`src/rtl/core/go_back_n_block_sender_unit_macros.svh`:
```
// Assertion macros used by the go-back-N sender control RTL.
`ifndef GO_BACK_N_BLOCK_SENDER_UNIT_MACROS_SVH
`define GO_BACK_N_BLOCK_SENDER_UNIT_MACROS_SVH

// Same-cycle implication, clocked on clk, disabled in reset.
`define GBN_ASSERT_HOLD(label, ante, cons) \
  label: assert property (@(posedge clk) disable iff (!rst_n) (ante) |-> (cons)) \
    else $error("gbn: same-cycle check failed");

// Next-cycle implication, clocked on clk, disabled in reset.
`define GBN_ASSERT_NEXT(label, ante, cons) \
  label: assert property (@(posedge clk) disable iff (!rst_n) (ante) |=> (cons)) \
    else $error("gbn: next-cycle check failed");

`endif

```
`src/rtl/core/gbn_pkg.sv`:
```
// Types, codes and constants of the go-back-N block sender.
package gbn_pkg;

  localparam int unsigned WINDOW_DEF = 16;
  localparam int unsigned BLK_W      = 16;
  localparam int unsigned RETRY_W    = 8;
  localparam int unsigned CFG_DATA_W = 32;
  localparam int unsigned CFG_ADDR_W = 3;

  localparam logic [BLK_W-1:0]   LAST_BLOCK_RST  = 16'd1;
  localparam logic [RETRY_W-1:0] MAX_RETRIES_RST = 8'd20;
  localparam logic [BLK_W-1:0]   FIRST_BLOCK     = 16'd1;

  typedef enum logic [1:0] {
    OP_START   = 2'd0,
    OP_ACK     = 2'd1,
    OP_TIMEOUT = 2'd2,
    OP_ABORT   = 2'd3
  } op_t;

  typedef enum logic [2:0] {
    KIND_NEW    = 3'd0,
    KIND_RESEND = 3'd1,
    KIND_DONE   = 3'd2,
    KIND_FAIL   = 3'd3,
    KIND_ABORT  = 3'd4
  } kind_t;

  typedef enum logic {
    REG_LAST_BLOCK  = 1'b0,
    REG_MAX_RETRIES = 1'b1
  } reg_idx_t;

  typedef enum logic [1:0] {
    S_WAIT,
    S_FILL,
    S_RESEND,
    S_STATUS
  } seq_state_t;

  typedef struct packed {
    logic [BLK_W-1:0]   last_block;
    logic [RETRY_W-1:0] max_retries;
  } cfg_t;

  typedef struct packed {
    logic [BLK_W-1:0] blk_inc;
    logic             is_final;
    logic             inc_is_end;
    logic             span_ok;
    logic             inc_span_ok;
  } blk_step_t;

endpackage

```
`src/rtl/core/gbn_cfg_regs.sv`:
```
// APB-style configuration registers: last block number and retry limit.
module gbn_cfg_regs import gbn_pkg::*; (
  input  logic                  clk,
  input  logic                  rst_n,
  input  logic                  psel,
  input  logic                  penable,
  input  logic                  pwrite,
  input  logic [CFG_ADDR_W-1:0] paddr,
  input  logic [CFG_DATA_W-1:0] pwdata,
  output logic [CFG_DATA_W-1:0] prdata,
  output logic                  pready,
  output cfg_t                  cfg
);

  cfg_t     cfg_r;
  cfg_t     cfg_nxt;
  reg_idx_t idx;
  logic     wr_en;

  assign idx    = reg_idx_t'(paddr[2]);
  assign wr_en  = psel && penable && pwrite;
  assign pready = 1'b1;
  assign cfg    = cfg_r;

  // Decode the write request
  always_comb begin
    cfg_nxt = cfg_r;
    if (wr_en) begin
      case (idx)
        REG_LAST_BLOCK:  cfg_nxt.last_block  = pwdata[BLK_W-1:0];
        REG_MAX_RETRIES: cfg_nxt.max_retries = pwdata[RETRY_W-1:0];
        default:         cfg_nxt = cfg_r;
      endcase
    end
  end

  always_ff @(posedge clk) begin
    if (!rst_n) begin
      cfg_r.last_block  <= LAST_BLOCK_RST;
      cfg_r.max_retries <= MAX_RETRIES_RST;
    end else begin
      cfg_r <= cfg_nxt;
    end
  end

  // Return the addressed register
  always_comb begin
    case (idx)
      REG_LAST_BLOCK:  prdata = {{(CFG_DATA_W-BLK_W){1'b0}}, cfg_r.last_block};
      REG_MAX_RETRIES: prdata = {{(CFG_DATA_W-RETRY_W){1'b0}}, cfg_r.max_retries};
      default:         prdata = '0;
    endcase
  end

endmodule

```
`src/rtl/core/gbn_blk_unit.sv`:
```
// Shared block-number unit: increment, final match and window span checks.
module gbn_blk_unit import gbn_pkg::*; #(
  parameter int unsigned WINDOW = WINDOW_DEF
) (
  input  logic [BLK_W-1:0] cur_blk,
  input  logic [BLK_W-1:0] base_blk,
  input  logic [BLK_W-1:0] end_blk,
  input  logic [BLK_W-1:0] last_block,
  output blk_step_t        step
);

  localparam logic [BLK_W-1:0] WIN = BLK_W'(WINDOW);

  logic [BLK_W-1:0] inc;
  logic [BLK_W-1:0] span;
  logic [BLK_W-1:0] inc_span;

  // Spans are taken modulo 2^16 so the window may wrap
  assign inc      = cur_blk + 16'd1;
  assign span     = cur_blk - base_blk;
  assign inc_span = inc - base_blk;

  assign step.blk_inc     = inc;
  assign step.is_final    = (cur_blk == last_block);
  assign step.inc_is_end  = (inc == end_blk);
  assign step.span_ok     = (span < WIN);
  assign step.inc_span_ok = (inc_span < WIN);

endmodule

```
`src/rtl/core/gbn_ctrl.sv`:
```
// Window sequencer: decodes requests, walks blocks and holds the result register.
module gbn_ctrl import gbn_pkg::*; #(
  parameter int unsigned WINDOW = WINDOW_DEF
) (
  input  logic             clk,
  input  logic             rst_n,
  input  cfg_t             cfg,
  input  logic             in_valid,
  output logic             in_ready,
  input  logic [1:0]       in_operation,
  input  logic [BLK_W-1:0] in_ack_block,
  output logic             out_valid,
  input  logic             out_ready,
  output logic [2:0]       out_kind,
  output logic [BLK_W-1:0] out_block_number,
  output logic             out_final_block,
  output logic             out_last
);

  `include "go_back_n_block_sender_unit_macros.svh"

  seq_state_t         state_r, state_nxt;
  logic               run_r, run_nxt;
  logic [BLK_W-1:0]   base_r, base_nxt;
  logic [BLK_W-1:0]   next_r, next_nxt;
  logic [BLK_W-1:0]   walk_r, walk_nxt;
  logic [RETRY_W-1:0] retry_r, retry_nxt;
  logic               final_sent_r, final_sent_nxt;
  logic               fail_r, fail_nxt;
  kind_t              status_kind_r, status_kind_nxt;

  logic               out_valid_r;
  kind_t              out_kind_r;
  logic [BLK_W-1:0]   out_block_r;
  logic               out_final_r;
  logic               out_last_r;

  logic               emit;
  kind_t              e_kind;
  logic [BLK_W-1:0]   e_blk;
  logic               e_fin;
  logic               e_last;

  op_t                op;
  logic               accept;
  logic               space;
  logic [BLK_W-1:0]   ack_off;
  logic [BLK_W-1:0]   outst;
  logic               ack_hit;
  logic [RETRY_W-1:0] rc_inc;
  logic               fail_now;
  logic               win_empty;
  logic [BLK_W-1:0]   cur_blk;
  blk_step_t          step;
  logic               fill_ok;
  logic               fin_after;
  logic               fill_more;

  // Request decode terms
  assign op        = op_t'(in_operation);
  assign in_ready  = (state_r == S_WAIT);
  assign accept    = in_valid && in_ready;
  assign space     = !out_valid_r || out_ready;
  assign ack_off   = in_ack_block - base_r;
  assign outst     = next_r - base_r;
  assign ack_hit   = (ack_off < outst);
  assign rc_inc    = (retry_r != {RETRY_W{1'b1}}) ? retry_r + 8'd1 : retry_r;
  assign fail_now  = (rc_inc >= cfg.max_retries);
  assign win_empty = (base_r == next_r);

  // Shared block unit walks next_r while filling and walk_r while resending
  assign cur_blk = (state_r == S_RESEND) ? walk_r : next_r;

  gbn_blk_unit #(
    .WINDOW(WINDOW)
  ) u_blk_unit (
    .cur_blk   (cur_blk),
    .base_blk  (base_r),
    .end_blk   (next_r),
    .last_block(cfg.last_block),
    .step      (step)
  );

  assign fill_ok   = !final_sent_r && step.span_ok;
  assign fin_after = final_sent_r || step.is_final;
  assign fill_more = !fin_after && step.inc_span_ok;

  // Datapath updates and result emission
  always_comb begin
    emit            = 1'b0;
    e_kind          = KIND_NEW;
    e_blk           = '0;
    e_fin           = 1'b0;
    e_last          = 1'b0;
    run_nxt         = run_r;
    base_nxt        = base_r;
    next_nxt        = next_r;
    walk_nxt        = walk_r;
    retry_nxt       = retry_r;
    final_sent_nxt  = final_sent_r;
    fail_nxt        = fail_r;
    status_kind_nxt = status_kind_r;
    case (state_r)
      S_WAIT: begin
        if (accept) begin
          case (op)
            OP_START: begin
              base_nxt       = FIRST_BLOCK;
              next_nxt       = FIRST_BLOCK;
              retry_nxt      = '0;
              final_sent_nxt = 1'b0;
              run_nxt        = 1'b1;
            end
            OP_ACK: begin
              if (run_r && ack_hit) begin
                base_nxt  = in_ack_block + 16'd1;
                retry_nxt = '0;
              end
            end
            OP_TIMEOUT: begin
              if (run_r) begin
                retry_nxt       = rc_inc;
                fail_nxt        = fail_now;
                walk_nxt        = base_r;
                status_kind_nxt = KIND_FAIL;
              end
            end
            OP_ABORT: begin
              if (run_r) begin
                status_kind_nxt = KIND_ABORT;
              end
            end
            default: begin
              run_nxt = run_r;
            end
          endcase
        end
      end
      S_FILL: begin
        if (fill_ok) begin
          if (space) begin
            emit           = 1'b1;
            e_kind         = KIND_NEW;
            e_blk          = next_r;
            e_fin          = step.is_final;
            e_last         = !fill_more;
            next_nxt       = step.blk_inc;
            final_sent_nxt = fin_after;
          end
        end else begin
          status_kind_nxt = KIND_DONE;
        end
      end
      S_RESEND: begin
        if (space) begin
          emit     = 1'b1;
          e_kind   = KIND_RESEND;
          e_blk    = walk_r;
          e_fin    = step.is_final;
          e_last   = step.inc_is_end && !fail_r;
          walk_nxt = step.blk_inc;
        end
      end
      S_STATUS: begin
        if (space) begin
          emit    = 1'b1;
          e_kind  = status_kind_r;
          e_last  = 1'b1;
          run_nxt = 1'b0;
        end
      end
      default: begin
        emit = 1'b0;
      end
    endcase
  end

  // Sequencer next state
  always_comb begin
    state_nxt = state_r;
    case (state_r)
      S_WAIT: begin
        if (accept) begin
          case (op)
            OP_START: state_nxt = S_FILL;
            OP_ACK: begin
              if (run_r && ack_hit) begin
                state_nxt = S_FILL;
              end
            end
            OP_TIMEOUT: begin
              if (run_r) begin
                if (!win_empty) begin
                  state_nxt = S_RESEND;
                end else if (fail_now) begin
                  state_nxt = S_STATUS;
                end
              end
            end
            OP_ABORT: begin
              if (run_r) begin
                state_nxt = S_STATUS;
              end
            end
            default: state_nxt = S_WAIT;
          endcase
        end
      end
      S_FILL: begin
        if (fill_ok) begin
          if (space && !fill_more) begin
            state_nxt = S_WAIT;
          end
        end else if (win_empty) begin
          state_nxt = S_STATUS;
        end else begin
          state_nxt = S_WAIT;
        end
      end
      S_RESEND: begin
        if (space && step.inc_is_end) begin
          state_nxt = fail_r ? S_STATUS : S_WAIT;
        end
      end
      S_STATUS: begin
        if (space) begin
          state_nxt = S_WAIT;
        end
      end
      default: state_nxt = S_WAIT;
    endcase
  end

  // Control and window state
  always_ff @(posedge clk) begin
    if (!rst_n) begin
      state_r      <= S_WAIT;
      run_r        <= 1'b0;
      base_r       <= FIRST_BLOCK;
      next_r       <= FIRST_BLOCK;
      retry_r      <= '0;
      final_sent_r <= 1'b0;
      out_valid_r  <= 1'b0;
    end else begin
      state_r      <= state_nxt;
      run_r        <= run_nxt;
      base_r       <= base_nxt;
      next_r       <= next_nxt;
      retry_r      <= retry_nxt;
      final_sent_r <= final_sent_nxt;
      out_valid_r  <= emit || (out_valid_r && !out_ready);
    end
  end

  // Walk pointer, pending status and result payload
  always_ff @(posedge clk) begin
    walk_r        <= walk_nxt;
    fail_r        <= fail_nxt;
    status_kind_r <= status_kind_nxt;
    if (emit) begin
      out_kind_r  <= e_kind;
      out_block_r <= e_blk;
      out_final_r <= e_fin;
      out_last_r  <= e_last;
    end
  end

  assign out_valid        = out_valid_r;
  assign out_kind         = out_kind_r;
  assign out_block_number = out_block_r;
  assign out_final_block  = out_final_r;
  assign out_last         = out_last_r;

  `GBN_ASSERT_HOLD(a_busy_needs_run, state_r != S_WAIT, run_r)
  `GBN_ASSERT_HOLD(a_open_window_nonempty, run_r && state_r == S_WAIT, next_r != base_r)
  `GBN_ASSERT_NEXT(a_status_ends_run, state_r == S_STATUS && space, !run_r)
  `GBN_ASSERT_NEXT(a_last_returns_idle, emit && e_last, state_r == S_WAIT)

endmodule

```
`src/rtl/core/go_back_n_block_sender_unit.sv`:
```
// Top level of the go-back-N block sender window controller.
//
//  channel  direction  handshake              payload
//  in_      request    in_valid / in_ready    in_operation, in_ack_block
//  out_     result     out_valid / out_ready  out_kind, out_block_number,
//                                             out_final_block, out_last
//  cfg      APB r/w    psel/penable/pwrite    paddr, pwdata, prdata, pready
//
// A request is taken while in_ready is high; a small sequencer then loads one
// result per cycle, holding while the output stalls, into the output register
// through the shared block unit: start and ack send new blocks (ack a done
// status on completion), timeout resends outstanding blocks (a fail status on
// failure), abort an abort status. in_ready is low until the sequencer is idle
// again. Reset is synchronous on rst_n: idle, window at block 1.
module go_back_n_block_sender_unit import gbn_pkg::*; #(
  parameter int unsigned WINDOW = WINDOW_DEF
) (
  input  logic                  clk,
  input  logic                  rst_n,
  input  logic                  psel,
  input  logic                  penable,
  input  logic                  pwrite,
  input  logic [CFG_ADDR_W-1:0] paddr,
  input  logic [CFG_DATA_W-1:0] pwdata,
  output logic [CFG_DATA_W-1:0] prdata,
  output logic                  pready,
  input  logic                  in_valid,
  output logic                  in_ready,
  input  logic [1:0]            in_operation,
  input  logic [BLK_W-1:0]      in_ack_block,
  output logic                  out_valid,
  input  logic                  out_ready,
  output logic [2:0]            out_kind,
  output logic [BLK_W-1:0]      out_block_number,
  output logic                  out_final_block,
  output logic                  out_last
);

  cfg_t cfg;

  gbn_cfg_regs u_cfg_regs (
    .clk    (clk),
    .rst_n  (rst_n),
    .psel   (psel),
    .penable(penable),
    .pwrite (pwrite),
    .paddr  (paddr),
    .pwdata (pwdata),
    .prdata (prdata),
    .pready (pready),
    .cfg    (cfg)
  );

  gbn_ctrl #(
    .WINDOW(WINDOW)
  ) u_ctrl (
    .clk             (clk),
    .rst_n           (rst_n),
    .cfg             (cfg),
    .in_valid        (in_valid),
    .in_ready        (in_ready),
    .in_operation    (in_operation),
    .in_ack_block    (in_ack_block),
    .out_valid       (out_valid),
    .out_ready       (out_ready),
    .out_kind        (out_kind),
    .out_block_number(out_block_number),
    .out_final_block (out_final_block),
    .out_last        (out_last)
  );

endmodule
```
`config.mk`:
```
export PLATFORM = sky130hd
export DESIGN_NAME = go_back_n_block_sender_unit
export DESIGN_NICKNAME = d
export VERILOG_FILES = /design/src/rtl/core/gbn_pkg.sv /design/src/rtl/core/gbn_cfg_regs.sv /design/src/rtl/core/gbn_blk_unit.sv /design/src/rtl/core/gbn_ctrl.sv /design/src/rtl/core/go_back_n_block_sender_unit.sv
export VERILOG_INCLUDE_DIRS = /design/src /design/src/rtl/core
export SDC_FILE = /design/constraint.sdc
export NUM_CORES = 1
export LEC_CHECK = 0
export BUFFER_PORTS_ARGS = -buffer_cell sky130_fd_sc_hd__buf_2
export CELL_PAD_IN_SITES_DETAIL_PLACEMENT = 1
export CELL_PAD_IN_SITES_GLOBAL_PLACEMENT = 1
export CORE_AREA = 2 2 165 167
export CTS_CLUSTER_SIZE = 8
export DETAILED_ROUTE_END_ITERATION = 8
export DIE_AREA = 0 0 167 169
export PLACE_DENSITY_LB_ADDON = 0.1
export SLEW_MARGIN = 20
export SYNTH_ARGS = -nofsm -noshare
export SYNTH_HDL_FRONTEND = slang
export SYNTH_HIERARCHICAL = 1
export SYNTH_SLANG_ARGS = --single-unit
```
`constraint.sdc`:
```
create_clock -name clk -period 8 [get_ports clk]
set_input_delay 2 -clock clk [delete_from_list [all_inputs] [get_ports clk]]
set_output_delay 2 -clock clk [all_outputs]
set_load 0.02 [all_outputs]
```
Word level (Yosys, flattened, before mapping) --
Index checks and enable logic that the tools add are counted.
Storage, ports and cells: output and inout bits 56, flip-flop bits (word level) 110, bits of input ports 60
Operators by class: add/subtract/negate cells 7, equal/unequal tests 28, magnitude comparators 4, reduce and logical (&&, ||, !) cells 37, bitwise logic cells 1, multiplexer cells 63
Operators by type and width (number):
- $mux 16 | 12
- $pmux 16 s2 | 4
- $pmux 32 s2 | 1
- $sub 16x16->16 | 4
- $eq 16x16->1 | 3
- $add 16x1->16 const B | 2
- $lt 16x5->1 const B | 2
- $mux 2 | 12
- $mux 8 | 3
- $pmux 8 s3 | 1
- $pmux 3 s2 | 3
- $lt 16x16->1 | 1
- $pmux 2 s4 | 2
- $mux 1 | 15
- $mux 3 | 5
- $ne 3x3->1 const B | 5
- $reduce_and 5->1 | 3
- $ne 2x1->1 const B | 6
- $ne 2x2->1 const B | 6
- $reduce_and 4->1 | 3
- $logic_and 1x1->1 | 10
- $add 8x1->8 const B | 1
- $eq 2x2->1 const B | 4
- $ge 8x8->1 | 1
- other kinds (15) | 31

Longest topological paths before layout --
depth after elaboration 11, mapped depth 24

Modules after synthesis --
The synthesis kept the hierarchy.
Modules (own cells, without submodules):
- gbn_ctrl | cells each 706, times used 1, area an instance 6018.3 µm²
- gbn_blk_unit | cells each 256, times used 1, area an instance 1829.3 µm²
- gbn_cfg_regs | cells each 139, times used 1, area an instance 1262.5 µm²

Worst setup path after synthesis --
No wires, ideal clock.
path type reg2reg, start point register u_ctrl.state_r[0], end point register u_ctrl.out_block_r[0] (netlist: u_ctrl/out_block_number[0]), enable pin, path slack 2.350 ns, setup time 0.428 ns, data arrival time 5.222 ns, period minus slack after synthesis 5.650 ns, stages on the path, launching flop included 20, cell sequence dfxtp_1 inv_1 ha_1 clkbuf_1 clkbuf_1 nand2_1 o21ai_0 ha_1 a21oi_1 o21ai_0 a41o_1 o21ai_0 a211o_1 o211ai_1 xor2_1 nor4_1 nor2b_1 and2_1 nor3_1 nor3_1
RTL lines:
- start: declaration | RTL line gbn_ctrl.sv:22 | seq_state_t state_r, state_nxt;
- start signal: assignment | RTL line gbn_ctrl.sv:245 | state_r <= state_nxt;
- end signal: assignment | RTL line gbn_ctrl.sv:262 | out_block_r <= e_blk;
- end: declaration | RTL line gbn_ctrl.sv:34 | logic [BLK_W-1:0] out_block_r;

==> results.sh <==
export IMPL_status="completed"
export IMPL_p_leak_nw=3.988
export IMPL_via_per_inst=5.246
export IMPL_syn_inst=1101
export IMPL_postCtsSetupRepairBufs=0
export IMPL_gp_congestion=0.8795
export IMPL_fmax_ghz=0.1673
export IMPL_slew_violations=0
export IMPL_ys_seq_area_frac=0.2868
export IMPL_final_util=0.3824
export IMPL_post_route_period_util=0.7473
export IMPL_reg2reg_slack_ns=2.02
export IMPL_reg2reg_from="u_ctrl/state_r[0]$_SDFFE_PN0P_"
export IMPL_grt_max_degree=53
export IMPL_postRouteAntennaNets=0
export IMPL_cp_slowest_cell="o21ai_0"
export IMPL_ys_warn_count=6
export IMPL_tns_ns=0
export IMPL_drt_pass1_iterations=4
export IMPL_yosys_cell_types_count=73
export IMPL_cp_required_ns=8.30
export IMPL_cts_sinks=110
export IMPL_hp_class="flop to flop"
export IMPL_nets=1322
export IMPL_finalHoldViolations=0
export IMPL_holdCritStartpoint="u_ctrl/base_r[8]$_SDFFE_PN0P_"
export IMPL_grt_pass1_vias=7886
export IMPL_end_kind="flop"
export IMPL_grt_remaining_overflow=0
export IMPL_path_class="flop to flop"
export IMPL_port_buffers=80
export IMPL_slew_headroom=0.3010
export IMPL_setup_violations=0
export IMPL_finalCriticalPeriod_ns=5.978
export IMPL_rsz0062_at_grt="false"
export IMPL_cp_max_fo=36
export IMPL_slowest_delay_ns=0.82
export IMPL_r2r_end="u_ctrl/state_r[0]$_SDFFE_PN0P_"
export IMPL_crit_top_cell="nand2_1"
export IMPL_io_pins=116
export IMPL_synth_most_common_cell="nand2_1"
export IMPL_cts_max_path_buffers=2
export IMPL_area_growth_syn_to_layout_pct=11.24
export IMPL_synth_common_cells="136 x nand2_1, 88 x ha_1, 77 x nor2_1"
export IMPL_synth_top_cells_by_area="dfxtp_1 15%, edfxtp_1 14%, ha_1 12%"
export IMPL_yosysTopAreaCell="dfxtp_1"
export IMPL_num_rows=60
export IMPL_synth_edf_count=41
export IMPL_min_to="u_ctrl/base_r[8]$_SDFFE_PN0P_"
export IMPL_regArea_um2=2613
export IMPL_syn_area_per_cell_um2=8.274
export IMPL_hold_depth=2
export IMPL_startpoint_type="flop"
export IMPL_yosysTopAreaCellShare=0.1516
export IMPL_drc=0
export IMPL_die_w_um=167
export IMPL_cts_resized_gates=0
export IMPL_tightestPinTransition_ns=1.038
export IMPL_rr_worst_depth=20
export IMPL_drtIter0Drc=344
export IMPL_start_util=0.3438
export IMPL_core_area_um2=26500
export IMPL_vias=7963
export IMPL_synth_seq_cells=110
export IMPL_hold_buffers=0
export IMPL_arrival_ns=6.28
export IMPL_powerDensity_nw_per_um2=240.4
export IMPL_ys_flop_type="dfxtp_1"
export IMPL_holdWs_ns=0.4788
export IMPL_die_y_um=169
export IMPL_grt_pass1_wl_um=44190
export IMPL_multi_input_area_um2=5978
export IMPL_cts_buffers=9
export IMPL_synth_area_um2=9110
export IMPL_dieArea_um2=28220
export IMPL_path_cells="inv_1 -> ha_2 -> o21ai_0 -> and4_1 -> and3_1 -> nand2_1 -> xnor2_1 -> ha_1 -> o21a_1 -> a21o_1 -> o31a_1 -> or4b_2 -> o21ai_0 -> nor4_2 -> nand2_1 -> nand2_1 -> a221oi_1 -> o31ai_1 -> a41oi_1 -> mux2i_1"
export IMPL_async_reset_ff_frac=0
export IMPL_vdd_drop_max_mv=0.09042
export IMPL_setup_slack_ns=2.022
export IMPL_clk_pin_slew_ns=0.08
export IMPL_cts_tree="done"
export IMPL_dp_slack_ns=1.677
export IMPL_fillers=3206
export IMPL_layout_drive_gt1_share=0.1232
export IMPL_n_antenna_cell=0
export IMPL_grt_usage=0.1998
export IMPL_antenna_found_initial=0
export IMPL_clock_latency_ns=0.38
export IMPL_clock_skew_final_ns=0.01417
export IMPL_cts_htree_levels=3
export IMPL_wl_per_cell_um=18.47
export IMPL_clockRootBuffer="clkbuf_16"
export IMPL_maxCapViolCount=0
export IMPL_dpl_hpwl_um=22880
export IMPL_drt_total_wl_um=28030
-- state kept, by name (all words and copies together), names as in the netlist --
signal / count
u_ctrl/fail_r: 1
u_ctrl/out_kind: 3
u_ctrl/retry_r: 8
u_ctrl/walk_r: 16
u_ctrl/out_valid: 1
u_ctrl/final_sent_r: 1
u_ctrl/run_r: 1
u_ctrl/next_r: 16
u_ctrl/base_r: 16
u_ctrl/state_r: 2
u_cfg_regs/cfg: 24
u_ctrl/status_kind_r: 3
u_ctrl/out_block_number: 16
u_ctrl/out_final_block: 1
u_ctrl/out_last: 1
-- cells in the final DEF, fill, tap and decap left out, types with 16 or more instances in the layout --
| cell type | instances |
|---|---|
| nand2_1 | 136 |
| ha_1 | 87 |
| buf_2 | 80 |
| nor2_1 | 77 |
| inv_1 | 74 |
| a21oi_1 | 72 |
| dfxtp_1 | 69 |
| o21ai_0 | 64 |
| xnor2_1 | 58 |
| edfxtp_1 | 41 |
| xor2_1 | 37 |
| mux2i_1 | 30 |
| nor2b_1 | 28 |
| nand3_1 | 25 |
| buf_4 | 18 |
| nand4_1 | 18 |
| conb_1 | 17 |
| and3_1 | 16 |
| a22oi_1 | 16 |
-- layout make-up --
class	instances	share of cell area
Clock buffer	11	0.02506
Clock inverter	5	0.004815
Timing Repair Buffer	98	0.05285
Inverter	74	0.02741
Sequential cell	110	0.2578
Multi-Input combinational cell	879	0.5899
Tap cell	341	0.04210
-- cells by family (layout without fill, tap and decap cells) --
logic type / after synthesis / count (layout) / share of synthesized area
muxes: 43 / 43 / 0.04903
xor gates and xnor gates: 95 / 95 / 0.09133
other: 2 / 17 / 0.0008244
buffers and inverters: 127 / 188 / 0.06400
AOI/OAI and AO/OA: 260 / 260 / 0.1846
and+or+nand+nor: 374 / 374 / 0.1982
DFF: 110 / 110 / 0.2868
adders and majority gates: 90 / 90 / 0.1253
-- critical path, delay by kind of cell (launching register included) --
kind	cells	cell delay [ns]
adders and majority gates	2	0.75
buffers and inverters	1	0.08
and+or+nand+nor	7	1.63
muxes	1	0.21
xor gates and xnor gates	1	0.42
DFF	1	0.40
AOI/OAI and AO/OA	8	2.38
-- through the flow --
stage	instance area, µm²	total power, mW	instances
after global placement	9831	1.949	1502
after detailed placement	9831	1.974	1502
after floorplan	9166	1.623	1116
after global routing	10130	2.625	1518
after CTS	10130	2.465	1518
final	10130	2.437	1518
-- power by group --
part	internal, mW	leakage, nW	switching (mW)	total (mW)
Clock	0.238	0.151	0.246	0.484
Combinational	0.507	2.90	0.791	1.30
Sequential	0.636	0.937	0.0190	0.655
Total	1.38	3.99	1.06	2.44
-- worst max-delay path by stage --
stage | slack [ns] | to | startpoint
final | 2.02 | u_ctrl/state_r[0]$_SDFFE_PN0P_ | u_ctrl/state_r[0]$_SDFFE_PN0P_
after global routing | 1.52 | u_ctrl/state_r[0]$_SDFFE_PN0P_ | u_ctrl/state_r[0]$_SDFFE_PN0P_
after CTS | 2.00 | u_ctrl/state_r[0]$_SDFFE_PN0P_ | u_ctrl/state_r[0]$_SDFFE_PN0P_
after detailed placement | 1.68 | u_ctrl/base_r[5]$_SDFFE_PN0P_ | in_ack_block[0]
after global placement | 1.72 | u_ctrl/base_r[14]$_SDFFE_PN0P_ | in_ack_block[0]
after floorplan | 2.35 | u_ctrl/out_block_number[0]$_DFFE_PP_ | u_ctrl/state_r[0]$_SDFFE_PN0P_
-- metal layers --
metal | vias to the layer above | wire [µm] | global-route usage
met4 | 0 | 388 | 0.05360
met5 | - | 0 | 0
li1 | 4022 | - | -
met1 | 3824 | 14310 | 0.2845
met3 | 18 | 547 | 0.01520
met2 | 99 | 12790 | 0.3267
Power figures use the tool's default switching activity.
